--- config.mk ---
export PLATFORM = sky130hd
export DESIGN_NAME = soundex_encoder_core_flat
export DESIGN_NICKNAME = d
export VERILOG_FILES = /design/src/rtl/core/sdx_pkg.sv /design/src/rtl/core/sdx_channels.sv /design/src/rtl/core/sdx_classify.sv /design/src/rtl/core/sdx_state.sv /design/src/rtl/core/soundex_encoder_core.sv /design/src/flat_wrapper.sv
export SDC_FILE = /design/constraint.sdc
export NUM_CORES = 1
export LEC_CHECK = 0
export BUFFER_PORTS_ARGS = -buffer_cell sky130_fd_sc_hd__buf_2
export CORE_ASPECT_RATIO = 1.2
export CORE_MARGIN = 1
export CORE_UTILIZATION = 48
export DETAILED_ROUTE_END_ITERATION = 8
export HOLD_SLACK_MARGIN = 0.06
export PLACE_DENSITY = 0.69
export SLEW_MARGIN = 20
export SYNTH_ARGS = -nofsm -noshare
export SYNTH_HDL_FRONTEND = slang
export SYNTH_SLANG_ARGS = --single-unit
export TNS_END_PERCENT = 5
--- constraint.sdc ---
create_clock -name clk -period 2.9 [get_ports clk]
set_input_delay 0.58 -clock clk [delete_from_list [all_inputs] [get_ports clk]]
set_output_delay 0.58 -clock clk [all_outputs]
set_load 0.02 [all_outputs]
--- src/rtl/core/sdx_pkg.sv ---
// package for the soundex encoder: character classes, run phases, result type
// no dependencies; used by sdx_classify, sdx_state and soundex_encoder_core
`default_nettype none

package sdx_pkg;

  // code position: initial pending, then digit slots one to three, then full
  localparam logic [2:0] POS_INIT       = 3'd0;
  localparam logic [2:0] POS_FIRST      = 3'd1;
  localparam logic [2:0] POS_DIGIT_LAST = 3'd3;

  // letter group code of a byte that belongs to no group
  localparam logic [2:0] GRP_NONE = 3'd0;

  // state of the merge logic for runs of one group
  typedef enum logic [1:0] {
    PH_NONE,
    PH_RUN,
    PH_BRIDGE,
    PH_RUN2
  } sdx_phase_t;

  // byte classification, computed at the input and carried in the input register
  typedef struct packed {
    logic [7:0] upper;
    logic       is_nul;
    logic [2:0] group;
    logic       bridge;
    logic       skipped;
  } sdx_class_t;

  // one finished code
  typedef struct packed {
    logic [7:0] initial_char;
    logic [2:0] digit_one;
    logic [2:0] digit_two;
    logic [2:0] digit_three;
  } sdx_result_t;

  // a-z to upper case, anything else unchanged
  function automatic logic [7:0] to_upper(input logic [7:0] c);
    logic [7:0] u;
    u = c;
    if (c >= "a" && c <= "z") begin
      u = c - 8'd32;
    end
    return u;
  endfunction

  // letter group of an upper-cased byte
  function automatic logic [2:0] group_of(input logic [7:0] u);
    logic [2:0] g;
    case (u)
      "B", "F", "P", "V": g = 3'd1;
      "C", "G", "J", "K", "Q", "S", "X", "Z": g = 3'd2;
      "D", "T": g = 3'd3;
      "L": g = 3'd4;
      "M", "N": g = 3'd5;
      "R": g = 3'd6;
      default: g = GRP_NONE;
    endcase
    return g;
  endfunction

  // vowels, y, h, w and apostrophe take no code slot
  function automatic logic is_skipped(input logic [7:0] u);
    logic s;
    case (u)
      "A", "E", "I", "O", "U", "W", "Y", "H", "'": s = 1'b1;
      default: s = 1'b0;
    endcase
    return s;
  endfunction

endpackage

`default_nettype wire

--- src/rtl/core/sdx_channels.sv ---
// valid/ready channel interfaces for the soundex encoder input and result
// no dependencies
`default_nettype none

// name bytes, one per transaction
interface sdx_in_if;
  logic       valid;
  logic       ready;
  logic [7:0] ch;
  logic       last;

  modport source (output valid, output ch, output last, input ready);
  modport sink   (input valid, input ch, input last, output ready);
endinterface

// finished codes, one per transaction
interface sdx_out_if;
  logic       valid;
  logic       ready;
  logic [7:0] initial_char;
  logic [2:0] digit_one;
  logic [2:0] digit_two;
  logic [2:0] digit_three;

  modport source (output valid, output initial_char, output digit_one,
                  output digit_two, output digit_three, input ready);
  modport sink   (input valid, input initial_char, input digit_one,
                  input digit_two, input digit_three, output ready);
endinterface

`default_nettype wire

--- src/rtl/core/sdx_classify.sv ---
// byte classifier: upper case, letter group, bridge and skip flags
// depends on sdx_pkg
`default_nettype none

module sdx_classify (
  input  wire logic [7:0]         ch,
  output sdx_pkg::sdx_class_t     cls
);

  logic [7:0] upper;

  // fold case once, then decode
  assign upper = sdx_pkg::to_upper(ch);

  always_comb begin
    cls.upper   = upper;
    cls.is_nul  = (ch == 8'd0);
    cls.group   = sdx_pkg::group_of(upper);
    cls.bridge  = (upper == "H") || (upper == "W");
    cls.skipped = sdx_pkg::is_skipped(upper);
  end

endmodule

`default_nettype wire

--- src/rtl/core/sdx_state.sv ---
// per-name encoder state: initial, code digits, run merge and terminator tracking
// depends on sdx_pkg
`default_nettype none

module sdx_state (
  input  wire logic                 clk,
  input  wire logic                 rst_n,
  input  wire logic                 upd,
  input  wire logic                 last,
  input  wire sdx_pkg::sdx_class_t  cls,
  output sdx_pkg::sdx_result_t      res
);

  logic [2:0]          pos_r,   pos_nxt;
  sdx_pkg::sdx_phase_t phase_r, phase_nxt;
  logic [2:0]          grp_r,   grp_nxt;
  logic                term_r,  term_nxt;
  logic [7:0]          first_r, first_nxt;
  logic [2:0]          dig0_r,  dig0_nxt;
  logic [2:0]          dig1_r,  dig1_nxt;
  logic [2:0]          dig2_r,  dig2_nxt;
  logic                fresh;

  // next state for one byte
  always_comb begin
    pos_nxt   = pos_r;
    phase_nxt = phase_r;
    grp_nxt   = grp_r;
    term_nxt  = term_r;
    first_nxt = first_r;
    dig0_nxt  = dig0_r;
    dig1_nxt  = dig1_r;
    dig2_nxt  = dig2_r;
    fresh     = 1'b0;
    if (!term_r) begin
      if (cls.is_nul) begin
        term_nxt = 1'b1;
      end else if (pos_r == sdx_pkg::POS_INIT) begin
        // initial byte opens a run if it has a group
        first_nxt = cls.upper;
        pos_nxt   = sdx_pkg::POS_FIRST;
        if (cls.group != sdx_pkg::GRP_NONE) begin
          grp_nxt   = cls.group;
          phase_nxt = sdx_pkg::PH_RUN;
        end else begin
          phase_nxt = sdx_pkg::PH_NONE;
        end
      end else if (pos_r <= sdx_pkg::POS_DIGIT_LAST) begin
        // merge same group, also across one stretch of h/w bytes
        fresh = 1'b1;
        case (phase_r)
          sdx_pkg::PH_RUN: begin
            if (cls.group == grp_r) begin
              fresh = 1'b0;
            end else if (cls.bridge) begin
              phase_nxt = sdx_pkg::PH_BRIDGE;
              fresh     = 1'b0;
            end
          end
          sdx_pkg::PH_BRIDGE: begin
            if (cls.bridge) begin
              fresh = 1'b0;
            end else if (cls.group == grp_r) begin
              phase_nxt = sdx_pkg::PH_RUN2;
              fresh     = 1'b0;
            end
          end
          sdx_pkg::PH_RUN2: begin
            if (cls.group == grp_r) begin
              fresh = 1'b0;
            end
          end
          default: begin
          end
        endcase
        // byte not absorbed: close the run and, unless skipped, fill the next digit slot
        if (fresh) begin
          phase_nxt = sdx_pkg::PH_NONE;
          if (!cls.skipped) begin
            case (pos_r[1:0])
              2'd1:    dig0_nxt = cls.group;
              2'd2:    dig1_nxt = cls.group;
              2'd3:    dig2_nxt = cls.group;
              default: begin
              end
            endcase
            pos_nxt = pos_r + 3'd1;
            if (cls.group != sdx_pkg::GRP_NONE) begin
              grp_nxt   = cls.group;
              phase_nxt = sdx_pkg::PH_RUN;
            end
          end
        end
      end
    end
  end

  // state registers, cleared on reset and after the closing byte of a name
  always_ff @(posedge clk) begin
    if (!rst_n || (upd && last)) begin
      pos_r   <= sdx_pkg::POS_INIT;
      phase_r <= sdx_pkg::PH_NONE;
      grp_r   <= sdx_pkg::GRP_NONE;
      term_r  <= 1'b0;
      first_r <= 8'd0;
      dig0_r  <= 3'd0;
      dig1_r  <= 3'd0;
      dig2_r  <= 3'd0;
    end else if (upd) begin
      pos_r   <= pos_nxt;
      phase_r <= phase_nxt;
      grp_r   <= grp_nxt;
      term_r  <= term_nxt;
      first_r <= first_nxt;
      dig0_r  <= dig0_nxt;
      dig1_r  <= dig1_nxt;
      dig2_r  <= dig2_nxt;
    end
  end

  // code as it stands after this byte
  always_comb begin
    res.initial_char = first_nxt;
    res.digit_one    = dig0_nxt;
    res.digit_two    = dig1_nxt;
    res.digit_three  = dig2_nxt;
  end

  // position never runs past the full code
  a_pos_range: assert property (@(posedge clk) disable iff (!rst_n)
    pos_r <= 3'd4)
    else $error("code position out of range");

  // an open run always has a real group
  a_run_group: assert property (@(posedge clk) disable iff (!rst_n)
    (phase_r != sdx_pkg::PH_NONE) |-> (grp_r != sdx_pkg::GRP_NONE))
    else $error("run open without a group");

  // closing byte leaves the state ready for a new name
  a_clear_after_last: assert property (@(posedge clk) disable iff (!rst_n)
    (upd && last) |=> (pos_r == sdx_pkg::POS_INIT && !term_r
                       && phase_r == sdx_pkg::PH_NONE))
    else $error("state not cleared after name end");

endmodule

`default_nettype wire

--- src/rtl/core/soundex_encoder_core.sv ---
// soundex encoder top level: input register, encoder state, result register
// depends on sdx_pkg, sdx_channels (sdx_in_if, sdx_out_if), sdx_classify, sdx_state
//
// usage:
//   in_if carries one name byte per transaction (ch) with last marking the
//   closing byte. a zero byte ends the name early; bytes after it, and bytes
//   after the third digit is filled, are dropped until last.
//   out_if carries one code per name: initial_char and three digits 0..6,
//   produced only for the transaction with last set.
//   path: a closing byte goes from the input register to the result register
//   once that register is free. throughput: one byte per cycle unless stalled,
//   set by the single pass from the input register through the state update.
//   stall: a full result register held by out_if.ready low blocks only the
//   next closing byte; other bytes keep flowing. in_if.ready falls when the
//   input register holds such a byte.
//   reset: rst_n low clears both registers' valid flags and the encoder state,
//   so the next byte is taken as the initial of a new name.
`default_nettype none

module soundex_encoder_core (
  input  wire logic  clk,
  input  wire logic  rst_n,
  sdx_in_if.sink     in_if,
  sdx_out_if.source  out_if
);

  sdx_pkg::sdx_class_t  in_cls;
  sdx_pkg::sdx_class_t  s1_cls_r;
  logic                 s1_last_r;
  logic                 s1_valid_r, s1_valid_nxt;
  logic                 s1_adv;
  logic                 in_take;
  sdx_pkg::sdx_result_t res;
  sdx_pkg::sdx_result_t out_res_r;
  logic                 out_valid_r, out_valid_nxt;

  // classify the byte on the way in
  sdx_classify u_classify (
    .ch  (in_if.ch),
    .cls (in_cls)
  );

  // input stage moves on unless it holds a closing byte and the result is blocked
  assign s1_adv       = s1_valid_r && (!s1_last_r || !out_valid_r || out_if.ready);
  assign in_if.ready  = !s1_valid_r || s1_adv;
  assign in_take      = in_if.valid && in_if.ready;
  assign s1_valid_nxt = in_take || (s1_valid_r && !s1_adv);

  // input register
  always_ff @(posedge clk) begin
    if (!rst_n) begin
      s1_valid_r <= 1'b0;
    end else begin
      s1_valid_r <= s1_valid_nxt;
    end
  end

  always_ff @(posedge clk) begin
    if (in_take) begin
      s1_cls_r  <= in_cls;
      s1_last_r <= in_if.last;
    end
  end

  // encoder state update
  sdx_state u_state (
    .clk   (clk),
    .rst_n (rst_n),
    .upd   (s1_adv),
    .last  (s1_last_r),
    .cls   (s1_cls_r),
    .res   (res)
  );

  // result register
  always_comb begin
    out_valid_nxt = out_valid_r && !out_if.ready;
    if (s1_adv && s1_last_r) begin
      out_valid_nxt = 1'b1;
    end
  end

  always_ff @(posedge clk) begin
    if (!rst_n) begin
      out_valid_r <= 1'b0;
    end else begin
      out_valid_r <= out_valid_nxt;
    end
  end

  always_ff @(posedge clk) begin
    if (s1_adv && s1_last_r) begin
      out_res_r <= res;
    end
  end

  assign out_if.valid        = out_valid_r;
  assign out_if.initial_char = out_res_r.initial_char;
  assign out_if.digit_one    = out_res_r.digit_one;
  assign out_if.digit_two    = out_res_r.digit_two;
  assign out_if.digit_three  = out_res_r.digit_three;

  // a new result only comes from a closing byte
  a_result_source: assert property (@(posedge clk) disable iff (!rst_n)
    $rose(out_valid_r) |-> $past(s1_adv && s1_last_r))
    else $error("result raised without a closing byte");

  // a closing byte never overwrites a result still waiting
  a_no_overwrite: assert property (@(posedge clk) disable iff (!rst_n)
    !(s1_adv && s1_last_r && out_valid_r && !out_if.ready))
    else $error("pending result overwritten");

  // a held input byte is not lost while the stage is blocked
  a_stage_hold: assert property (@(posedge clk) disable iff (!rst_n)
    (s1_valid_r && !s1_adv) |=> (s1_valid_r && $stable(s1_cls_r)
                                 && $stable(s1_last_r)))
    else $error("blocked input byte changed");

endmodule

`default_nettype wire
--- src/flat_wrapper.sv ---
// flat-port wrapper written by rule: the top's interface ports become plain ports
module soundex_encoder_core_flat 
  (clk, rst_n, in_if_valid, in_if_ch, in_if_last, in_if_ready, out_if_valid, out_if_initial_char, out_if_digit_one, out_if_digit_two, out_if_digit_three, out_if_ready);
  sdx_in_if in_if_i ();
  sdx_out_if out_if_i ();
  input  wire logic clk;
  input  wire logic rst_n;
  input wire logic [$bits(in_if_i.valid)-1:0] in_if_valid;
  input wire logic [$bits(in_if_i.ch)-1:0] in_if_ch;
  input wire logic [$bits(in_if_i.last)-1:0] in_if_last;
  output wire logic [$bits(in_if_i.ready)-1:0] in_if_ready;
  output wire logic [$bits(out_if_i.valid)-1:0] out_if_valid;
  output wire logic [$bits(out_if_i.initial_char)-1:0] out_if_initial_char;
  output wire logic [$bits(out_if_i.digit_one)-1:0] out_if_digit_one;
  output wire logic [$bits(out_if_i.digit_two)-1:0] out_if_digit_two;
  output wire logic [$bits(out_if_i.digit_three)-1:0] out_if_digit_three;
  input wire logic [$bits(out_if_i.ready)-1:0] out_if_ready;
  assign in_if_i.valid = in_if_valid;
  assign in_if_i.ch = in_if_ch;
  assign in_if_i.last = in_if_last;
  assign in_if_ready = in_if_i.ready;
  assign out_if_valid = out_if_i.valid;
  assign out_if_initial_char = out_if_i.initial_char;
  assign out_if_digit_one = out_if_i.digit_one;
  assign out_if_digit_two = out_if_i.digit_two;
  assign out_if_digit_three = out_if_i.digit_three;
  assign out_if_i.ready = out_if_ready;
  soundex_encoder_core u_core (.clk(clk), .rst_n(rst_n), .in_if(in_if_i), .out_if(out_if_i));
endmodule
== After elaboration in Yosys (flattened, before gate mapping) ==
Index checks and enable logic that the tools add are counted.

* Flip-flop bits (word level): 60
* Input port bits: 13
* Output and inout bits: 19
* Logic and storage cells: 155

* $add $sub $neg: 2
* Order comparisons: 3
* Eq/ne operators: 39
* Muxes and demuxes: 58
* Bitwise logic cells: 2
* Reduce and logical (&&, ||, !) cells: 31

{| class="wikitable"
|+ Operators with widths
! operator !! number
|-
| equality test 8 x 7 -> 1 bit, second input constant || 26
|-
| two-way mux 3 bit || 30
|-
| two-way mux 8 bit || 4
|-
| one-hot mux 3 bit (6 select lines) || 1
|-
| two-way mux 2 bit || 8
|-
| two-way mux 1 bit || 13
|-
| != test 4 bit, second input constant || 3
|-
| AND reduction 9 bit || 1
|-
| OR reduction 9 bit || 1
|-
| equality test 2 bit, second input constant || 4
|-
| equality test 8 x 6 -> 1 bit, second input constant || 1
|-
| greater-or-equal comparator 8 x 7 -> 1 bit, second input constant || 1
|-
| <= comparator 8 x 7 -> 1 bit, second input constant || 1
|-
| logical NOT 8 bit || 1
|-
| OR reduction 8 bit || 1
|-
| subtractor 8 x 6 -> 8 bit, second input constant || 1
|-
| logical AND 1 bit || 6
|-
| logical NOT 1 bit || 6
|-
| logical OR 1 bit || 6
|-
| AND reduction 6 bit || 1
|-
| equality test 2 x 1 -> 1 bit, second input constant || 2
|-
| != test 4 x 3 -> 1 bit, second input constant || 1
|-
| one-hot mux 2 bit (2 select lines) || 1
|-
| nonzero test 2 bit || 2
|-
| other kinds (11) || 13
|}

== Depth between registers and ports, before layout ==
Gate-level depths: netlist (run 1).

* Depth after elaboration: 13
* Depth in mapped cells: 8

== Modules after synthesis ==
A second synthesis (run 1) with hierarchy kept.

* Cells, all modules: 299
* Area, all modules: 3,168.0 µm²

{| class="wikitable"
|+ By module, submodules not included
! module !! instances !! cells an instance !! area an instance (µm²) !! sequential area each (µm²)
|-
| sdx_state || 1 || 194 || 1,706.6 || 520.5
|-
| soundex_encoder_core || 1 || 44 || 1,077.3 || 1,001.0
|-
| sdx_classify || 1 || 61 || 384.1 || 0.0
|}

== Worst setup path after synthesis (run 1) ==
No wires, ideal clock.

* Path type: reg2reg
* From: register u_core.u_state.phase_r[0]
* To: register u_core.out_res_r, in the netlist u_core.out_if.digit_one[0], data pin
* Setup time: 260 ps
* Arrival: 1,806 ps
* Required time: 2,640 ps
* Path slack: 834 ps
* Cell stages (with the launch flop): 8
* Period minus slack after synthesis: 2,066 ps
* Path through: dfxtp_1 -> inv_1 -> ha_1 -> or2_2 -> o221a_2 -> and3_4 -> nand2_2 -> mux2_2

{| class="wikitable"
|+ RTL lines
! item !! line !! text
|-
| start, declared || sdx_state.sv:15 || <nowiki>sdx_pkg::sdx_phase_t phase_r, phase_nxt;</nowiki>
|-
| start signal, assigned || sdx_state.sv:102 || <nowiki>phase_r <= sdx_pkg::PH_NONE;</nowiki>
|-
| start signal, assigned || sdx_state.sv:111 || <nowiki>phase_r <= phase_nxt;</nowiki>
|-
| end signal, assigned || soundex_encoder_core.sv:93 || <nowiki>out_res_r <= res;</nowiki>
|-
| end, declared || soundex_encoder_core.sv:34 || <nowiki>sdx_pkg::sdx_result_t out_res_r;</nowiki>
|}

==> results.py, run 1 <==
metrics = {
    "logic_synthesis": {
        "yosysUniqueCellTypes": 54,
        "avgSynthCellArea_um2": 10.24,
        "ys_warn_count": 0,
        "syn_area_um2": 2950,
        "synthAdderAreaFrac_pct": 4.241,
        "synth_xor_area_share_pct": 0.8906,
        "ys_ff_latch": 60,
        "synthCells": 288,
        "async_reset_ff_share_pct": 0,
        "synth_edf_count": 32,
        "synth-simple-area-share_pct": 16.45,
        "seq_area_frac_synth_pct": 51.57,
        "synth_top_family_by_area": "simple AND/OR/NAND/NOR gates",
        "synth-compound-area-share_pct": 14.80,
        "synth_ff_type": "edfxtp_1",
        "synth_top_area_share_pct": 32.57,
        "syn_nets": 311,
        "synth_top_area_cell": "edfxtp_1",
        "synth_area_leaders": "edfxtp_1, dfxtp_1, mux2_2",
        "synthMuxAreaShare_pct": 8.185,
    },
    "layout": {
        "stdcell_count": 407,
        "final_cell_mix": "edfxtp_1, a21oi_1, buf_2",
        "diodes": 0,
        "final_common_cell": "edfxtp_1",
        "final_nets": 345,
        "fill_cells": 515,
        "fin_area_um2": 3379,
        "fin_util_pct": 58.46,
        "drive_above_1_share_pct": 24.46,
        "syn2layout_area_growth_pct": 14.55,
    },
    "power": {
        "p_sw_uw": 451.3,
        "ir_drop_mv": 0.3038,
        "power_leakage_uw": 0.001313,
        "p_clk_share_pct": 40.2,
        "power_density_nw_per_um2": 549.1,
        "switching_share_pct": 24.32,
        "pwr-share-seq_pct": 50.9,
        "p_int_uw": 1404,
        "power_frac_comb_pct": 8.9,
    },
    "die": {
        "rows": 30,
        "start_util_pct": 51.04,
        "die_area_um2": 6465,
        "core_um2": 5781,
        "die_w_um": 73.57,
        "io_pins": 32,
        "dieHeight_um": 87.88,
    },
    "place": {
        "place_congestion": 0.8201,
        "dp.cells": 391,
        "dp_hpwl_um": 3941,
        "dpl_worst_slack_ns": 0.6368,
        "post_dp_cell_area_um2": 3178,
        "io_buffers": 31,
    },
    "timing": {
        "worst_slack_ns": 0.5959,
        "finalClockSkew_ns": 0.01386,
        "finalHoldViolCount": 0,
        "min_period_ns": 2.304,
        "slew_violations": 0,
        "setup_tns_ns": 0,
        "max_slew_margin_pct": 54.48,
        "worst_pin_slew_ns": 0.6791,
        "setup-violations-final": 0,
        "fmax_mhz": 434.0,
        "rsz0062_at_grt": "no",
        "fin_crit_sh_pct": 79.45,
    },
    "grt": {
        "grt_pass1_vias": 1998,
        "grt_max_degree": 27,
        "grt_util_all_layers_pct": 19.34,
        "grt_pass1_wl_um": 9308,
        "antenna_found_initial": 0,
        "grt_remaining_overflow": 0,
    },
    "worst_setup_path": {
        "cp_max_fo": 11,
        "start_kind": "flop",
        "r2r_cells": 5,
        "cp.required_ns": 2.98,
        "end_kind": "flop",
        "cp_data_arrival_time_ns": 2.39,
        "crit_type": "flop to flop",
    },
    "drt": {
        "routed_via_density": 5.396,
        "vias": 2196,
        "drt_first_pass_iters": 4,
        "route.detailed.drc": 0,
        "wl_per_cell_um": 14.01,
        "routed_wl_um": 5703,
        "antenna_left": 0,
        "drt_iter0_drc": 151,
    },
    "min_path": {
        "holdPathStages": 1,
        "holdCritPathClass": "input port to flop",
    },
    "clock_tree": {
        "cts_tree": "built",
        "htree_levels": 3,
        "cts_hold_buf": 0,
        "post-cts-setup-buffers": 0,
        "clockBufferDepth": 2,
        "clkTransAtPathRegs_ns": 0.07,
        "cts_made_buffers": 9,
        "worstSkewPairLatency_ns": 0.34,
        "cts_resized": 0,
        "cts_sinks": 60,
        "clockRootBuffer": "clkbuf_8",
    },
    "outcome": {
        "status": "complete, no violations",
    },
    "run": {
        "max_cap_viol_count": 0,
    },
}
==> layer usage <==
metal | global-route usage [%] | vias up | routed length [um]
met5 | 0 | - | 0
met4 | 9.965 | 0 | 87
met3 | 3.913 | 9 | 186
met2 | 32.36 | 50 | 2830
met1 | 23.43 | 1022 | 2599
li1 | - | 1115 | -
==> synth_stat cells, types with 2 or more instances <==
cell and instances:
nand3b_1 2, mux2_2 17, nor2_1 15, nor4b_1 2, dfxtp_1 28, nand3_1 13, nand2b_1 2, nor3_1 7
edfxtp_1 32, and3_1 2, xor2_1 3, ha_1 10, a21oi_1 31, o21ai_0 19, mux2i_1 5, nand2_1 29
and2_1 6, clkbuf_1 8, a31oi_1 2, nor2b_1 4, nand2_2 2, inv_1 17
==> power groups by stage <==
stage	Sequential [uW]	Clock, uW	Combinational, uW
6_report	944	745	166
3_5_place_dp	962	0	165
2_1_floorplan	961	0	116
4_1_cts	944	758	166
3_3_place_gp	961	0	161
5_1_grt	947	795	185
==> worst max-delay path, stage by stage, from the launching register on <==
cell and delay (ns):
edfxtp_1 0.59, xor2_1 0.25, or4_4 0.56, and3_4 0.22
nand2_2 0.10, mux2_2 0.34
==> sequential cells by signal, indices dropped and copies added, names as in the netlist <==
| signal | flops |
|---|---|
| u_core.s1_cls_r | 14 |
| u_core.out_if.initial_char | 8 |
| u_core.u_state.first_r | 8 |
| u_core.out_if.digit_one | 3 |
| u_core.out_if.digit_three | 3 |
| u_core.out_if.digit_two | 3 |
| u_core.u_state.dig0_r | 3 |
| u_core.u_state.dig1_r | 3 |
| u_core.u_state.dig2_r | 3 |
| u_core.u_state.grp_r | 3 |
| u_core.u_state.pos_r | 3 |
| u_core.u_state.phase_r | 2 |
| u_core.out_if.valid | 1 |
| u_core.s1_last_r | 1 |
| u_core.s1_valid_r | 1 |
| u_core.u_state.term_r | 1 |
==> path summary, 6_finish.rpt <==
path	from	to	slack, ns
min reg2reg	u_core.u_state.first_r[6]	u_core.u_state.first_r[6]	0.46
min	in_if_last	u_core.s1_last_r	0.42
max reg2reg	u_core.s1_cls_r[4]	u_core.out_if.digit_one[1]	0.60
max	u_core.s1_cls_r[4]	u_core.out_if.digit_one[1]	0.60
==> metrics by stage <==
stage                     hold WS (ns)  power [uW]
after floorplan                 0.4338        1077
after global placement          0.4393        1123
after detailed placement        0.4491        1127
after CTS                       0.4099        1868
after global routing            0.4095        1927
final                           0.4203        1856
==> area by class of cell <==
| class | count | area [um^2] | area share [%] |
|---|---|---|---|
| flip-flops and latches | 60 | 1521 | 45.02 |
| multi-input cells | 200 | 1315 | 38.91 |
| repair buffers | 34 | 177.7 | 5.257 |
| clock buffers | 10 | 137.6 | 4.073 |
| well taps | 80 | 100.1 | 2.962 |
| clock inverters | 6 | 63.81 | 1.888 |
| inverters | 17 | 63.81 | 1.888 |
==> logic make-up (layout without fill, tap and decap cells) <==
kind of cell	Yosys count	in the layout
AND/OR/NAND/NOR	94	94
AO/OA/AOI/OAI	71	71
flip-flops	60	60
buffers and inverters	28	67
multiplexers	22	22
adder cells (fa/ha/maj)	10	10
XOR/XNOR	3	3
No activity file was read; power rests on OpenSTA's default activity.
==> run 2, diff against run 1 <==
==> constraint.sdc (replaced) <==
create_clock -name clk -period 2.3 [get_ports clk]
set_input_delay 0.46 -clock clk [delete_from_list [all_inputs] [get_ports clk]]
set_output_delay 0.46 -clock clk [all_outputs]
set_load 0.02 [all_outputs]
==> run 2 against run 1 <==
Net effect: die area unchanged; flip-flop and latch count unchanged; global-route usage decreased by 0.22 points; non-clock buffer count is 6 higher; clock skew down 0.0038 ns; sequential power rose by 25%; sequential share of layout area shrank 0.90 points; critical path type unchanged; largest cell class unchanged; highest routed layer unchanged.
==> results.py, run 2 (synthesis gave the netlist of run 1 again) <==
metrics = {
    "die": {
        "die_area_um2": 6465,
        "io_pins": 32,
        "dieHeight_um": 87.88,
        "start_util_pct": 51.04,
        "die_w_um": 73.57,
        "rows": 30,
        "core_um2": 5781,
    },
    "worst_setup_path": {
        "cp_max_fo": 5,
        "cp_data_arrival_time_ns": 2.27,
        "crit_type": "flop to flop",
        "start_kind": "flop",
        "cp.required_ns": 2.38,
        "end_kind": "flop",
    },
    "timing": {
        "slew_violations": 0,
        "fmax_mhz": 455.3,
        "worst_pin_slew_ns": 0.9308,
        "setup_tns_ns": 0,
        "whs_ns": 0.3066,
        "setup-violations-final": 0,
        "max_slew_margin_pct": 37.53,
        "min_period_ns": 2.196,
        "fin_crit_sh_pct": 95.50,
        "finalHoldViolCount": 0,
        "finalClockSkew_ns": 0.01003,
        "rsz0062_at_grt": "no",
    },
    "clock_tree": {
        "cts_hold_buf": 0,
        "clkTransAtPathRegs_ns": 0.06,
        "cts_resized": 0,
        "worstSkewPairLatency_ns": 0.34,
        "post-cts-setup-buffers": 0,
        "cts_tree": "built",
        "htree_levels": 3,
        "clockRootBuffer": "clkbuf_8",
        "cts_sinks": 60,
        "clockBufferDepth": 2,
        "cts_made_buffers": 9,
    },
    "grt": {
        "grt_util_all_layers_pct": 19.12,
        "grt_pass1_vias": 2020,
        "grt_remaining_overflow": 0,
        "grt_max_degree": 18,
        "antenna_found_initial": 0,
        "grt_pass1_wl_um": 9204,
    },
    "drt": {
        "routed_via_density": 5.416,
        "drt_iter0_drc": 131,
        "routed_wl_um": 5726,
        "vias": 2237,
        "antenna_left": 0,
        "route.detailed.drc": 0,
        "wl_per_cell_um": 13.86,
        "drt_first_pass_iters": 4,
    },
    "place": {
        "io_buffers": 31,
        "dp_hpwl_um": 4082,
        "place_congestion": 0.8056,
        "dp.cells": 397,
    },
    "layout": {
        "final_common_cell": "edfxtp_1",
        "stdcell_count": 413,
        "drive_above_1_share_pct": 25.83,
        "syn2layout_area_growth_pct": 16.88,
        "diodes": 0,
        "regMostFlops": "u_core.s1_cls_r",
        "largest_reg_flops": 14,
        "final_nets": 351,
        "final_cell_mix": "edfxtp_1, a21oi_1, buf_2",
    },
    "power": {
        "power_leakage_uw": 0.001362,
        "ir_drop_mv": 0.4111,
        "power_density_nw_per_um2": 711.3,
    },
    "min_path": {
        "holdCritPathClass": "input port to flop",
    },
    "run": {
        "max_cap_viol_count": 0,
    },
    "outcome": {
        "status": "complete, no violations",
    },
}
[run 2: critical path, cell delays in order (launching register included)]
cell	delay [ns]
dfxtp_1	0.38
inv_1	0.08
ha_1	0.23
or2_2	0.29
o221a_2	0.30
and3_4	0.22
nand2_2	0.09
mux2_2	0.34
[run 2: final timing paths]
path	start	end	slack (ns)	depth (start not counted)
min reg2reg	u_core.u_state.first_r[2]	u_core.u_state.first_r[2]	0.46	2
max reg2reg	u_core.u_state.phase_r[0]	u_core.out_if.digit_one[0]	0.10	7
max	u_core.u_state.phase_r[0]	u_core.out_if.digit_one[0]	0.10	7
min	in_if_last	u_core.s1_last_r	0.31	1
[run 2: through the flow]
step	total power [uW]	setup WS [ns]	cell area [um^2]	utilization, %
2_1_floorplan	1358	0.2341	2950	-
3_3_place_gp	1424	0.1686	3223	55.76
3_5_place_dp	1428	0.1086	3223	55.76
4_1_cts	2462	0.1074	3448	59.65
5_1_grt	2542	0.008796	3448	59.65
6_report	2453	0.1035	3448	59.65
[run 2: cell type report]
cell class / count / area [um^2]
Fill cell: 522 / 2332
Sequential cell: 60 / 1521
Multi-Input combinational cell: 200 / 1315
Timing Repair Buffer: 40 / 222.7
Clock buffer: 10 / 137.6
Tap cell: 80 / 100.1
Clock inverter: 6 / 87.58
Inverter: 17 / 63.81
[run 2: routing by layer]
layer	share of wire, %	vias up	GRT usage [%]
met4	2.0	0	9.091
met5	0	-	0
li1	-	1127	-
met2	49	53	30.78
met3	3.8	11	5.063
met1	45	1046	23.79
[run 2: report_power, final]
group	total, uW	switching, uW	internal, uW
logic	223	137	86.3
clock network	1050	407	639
registers	1180	19.9	1160
total	2450	564	1890
==> run 3, diff against run 2 <==
--- a/config.mk
+++ b/config.mk
@@ -8,10 +8,11 @@
 export BUFFER_PORTS_ARGS = -buffer_cell sky130_fd_sc_hd__buf_2
 export CORE_ASPECT_RATIO = 1.2
 export CORE_MARGIN = 1
-export CORE_UTILIZATION = 48
+export CORE_UTILIZATION = 58
+export CTS_BUF_LIST = sky130_fd_sc_hd__clkbuf_16
 export DETAILED_ROUTE_END_ITERATION = 8
 export HOLD_SLACK_MARGIN = 0.06
-export PLACE_DENSITY = 0.69
+export PLACE_DENSITY = 0.81
 export SLEW_MARGIN = 20
 export SYNTH_ARGS = -nofsm -noshare
 export SYNTH_HDL_FRONTEND = slang
==> run 3 against run 2 <==
Net effect: fmax decreased by 2.3%; largest cell class unchanged; design area increased by 2.0%; die area decreased by 17%; final cell count decreased by 4.6%; via count increased by 3.4%; register-to-register slack got worse by 0.05 ns.
==> results.py, run 3 (synthesis gave the netlist of run 1 again) <==
metrics = {
    "layout": {
        "syn2layout_area_growth_pct": 19.25,
        "regMostFlops": "u_core.s1_cls_r",
        "stdcell_count": 394,
        "fill_cells": 349,
        "final_nets": 352,
        "largest_reg_flops": 14,
        "final_common_cell": "edfxtp_1",
        "diodes": 0,
        "final_cell_mix": "edfxtp_1, a21oi_1, buf_2",
        "drive_above_1_share_pct": 26.05,
    },
    "die": {
        "start_util_pct": 60.15,
        "io_pins": 32,
        "dieHeight_um": 80.13,
        "core_um2": 4905,
        "die_area_um2": 5377,
        "rows": 28,
        "die_w_um": 67.11,
    },
    "run": {
        "max_cap_viol_count": 0,
    },
    "clock_tree": {
        "clkTransAtPathRegs_ns": 0.05,
        "cts_tree": "built",
        "worstSkewPairLatency_ns": 0.32,
        "clockBufferDepth": 2,
        "cts_hold_buf": 0,
        "cts_made_buffers": 9,
        "clockRootBuffer": "clkbuf_16",
        "htree_levels": 3,
        "cts_sinks": 60,
    },
    "timing": {
        "slew_violations": 0,
        "setup-violations-final": 0,
        "finalClockSkew_ns": 0.006940,
        "worst_slack_ns": 0.05187,
        "fin_crit_sh_pct": 97.74,
        "rsz0062_at_grt": "no",
        "fmax_mhz": 444.8,
        "worst_pin_slew_ns": 0.5061,
        "min_period_ns": 2.248,
        "setup_tns_ns": 0,
        "max_slew_margin_pct": 66.13,
        "whs_ns": 0.3155,
        "finalHoldViolCount": 0,
    },
    "grt": {
        "grt_max_degree": 27,
        "grt_remaining_overflow": 0,
        "grt_util_all_layers_pct": 25.01,
        "grt_pass1_wl_um": 9791,
        "grt_pass1_vias": 2104,
        "antenna_found_initial": 0,
    },
    "worst_setup_path": {
        "cp_max_fo": 5,
        "r2r_cells": 7,
        "max_stage_delay_ns": 0.38,
        "worstPathCellList": "inv_1, ha_1, or2_2, o221a_2, and3_4, nand2_2, mux2_2",
        "slowest_stage": "dfxtp_1",
        "cp_data_arrival_time_ns": 2.31,
        "end_kind": "flop",
        "cp.required_ns": 2.37,
        "crit_type": "flop to flop",
        "start_kind": "flop",
    },
    "drt": {
        "drt_first_pass_iters": 4,
        "drt_iter0_drc": 209,
        "wl_per_cell_um": 15.66,
        "route.detailed.drc": 0,
        "antenna_left": 0,
        "vias": 2312,
        "routed_via_density": 5.868,
        "routed_wl_um": 6171,
    },
    "min_path": {
        "holdCritPathClass": "input port to flop",
        "holdPathStages": 1,
    },
    "power": {
        "pwr-share-seq_pct": 42.8,
        "power_density_nw_per_um2": 786.7,
        "p_sw_uw": 617.1,
        "p_clk_share_pct": 49.0,
        "switching_share_pct": 22.29,
        "p_int_uw": 2151,
        "power_frac_comb_pct": 8.2,
        "power_leakage_uw": 0.001405,
        "ir_drop_mv": 0.6833,
    },
    "place": {
        "dp.cells": 377,
        "dp_hpwl_um": 4078,
        "dpl_worst_slack_ns": 0.1127,
        "io_buffers": 31,
        "place_congestion": 0.8422,
    },
    "outcome": {
        "status": "complete, no violations",
    },
}
-- run 3: cell types whose count changed in the layout (fill, tap and decap cells not counted) --
cell       delta
clkinv_1      +1
clkbuf_16    +10
dfxtp_1       -1
dfxtp_2       +1
buf_4         +1
clkbuf_8     -10
bufinv_16     -1
-- run 3: final cells by class --
| class | instances | area, um^2 | area share, % |
|---|---|---|---|
| clock buffers | 10 | 250.2 | 7.112 |
| clock inverters | 6 | 61.31 | 1.743 |
| inverters | 17 | 63.81 | 1.814 |
| multi-input cells | 200 | 1315 | 37.38 |
| flip-flops and latches | 60 | 1523 | 43.28 |
| well taps | 60 | 75.07 | 2.134 |
| repair buffers | 41 | 230.2 | 6.543 |
-- run 3: power groups by stage --
stage	logic, uW	clock network [uW]	registers [uW]
after floorplan	146	0	1210
after global placement	215	0	1200
after detailed placement	221	0	1210
after CTS	224	1370	1190
after global routing	249	1410	1190
final	226	1360	1190
-- run 3: path summary, 6_finish.rpt --
kind                                           startpoint                         end  slack [ns]
worst max register to register  u_core.u_state.phase_r[1]  u_core.out_if.digit_two[1]        0.05
worst min register to register  u_core.u_state.first_r[1]   u_core.u_state.first_r[1]        0.45
worst min-delay path                           in_if_last            u_core.s1_last_r        0.32
worst max-delay path            u_core.u_state.phase_r[1]  u_core.out_if.digit_two[1]        0.05
-- run 3: stage by stage --
stage	utilization (%)	area [um^2]	total power, uW
finish	71.73	3518	2768
global route	71.73	3518	2852
CTS	71.56	3510	2780
detailed placement	65.20	3198	1427
global placement	65.20	3198	1420
floorplan	-	2950	1358
-- run 3: metal layers --
metal,global-route usage [%],part of all wire [%]
met5,0,0
met4,13.83,2.3
met3,5.966,5.6
met2,40.80,51
met1,29.65,41
-- run 3: worst max-delay path, delay by kind of cell, from the launching register on --
family	cells	cell delay, ns
compound gates	1	0.31
simple gates	3	0.62
buf+inv	1	0.10
mux	1	0.34
flops	1	0.38
fa+ha+maj	1	0.23
-- run 3: what timing repair did --
action / 4_1_cts / 5_1_grt
endpoints found under the setup margin: 0 / 9
setup buffers: 0 / 1
hold endpoints to repair: 0 / 0
gates resized for setup: 0 / 1
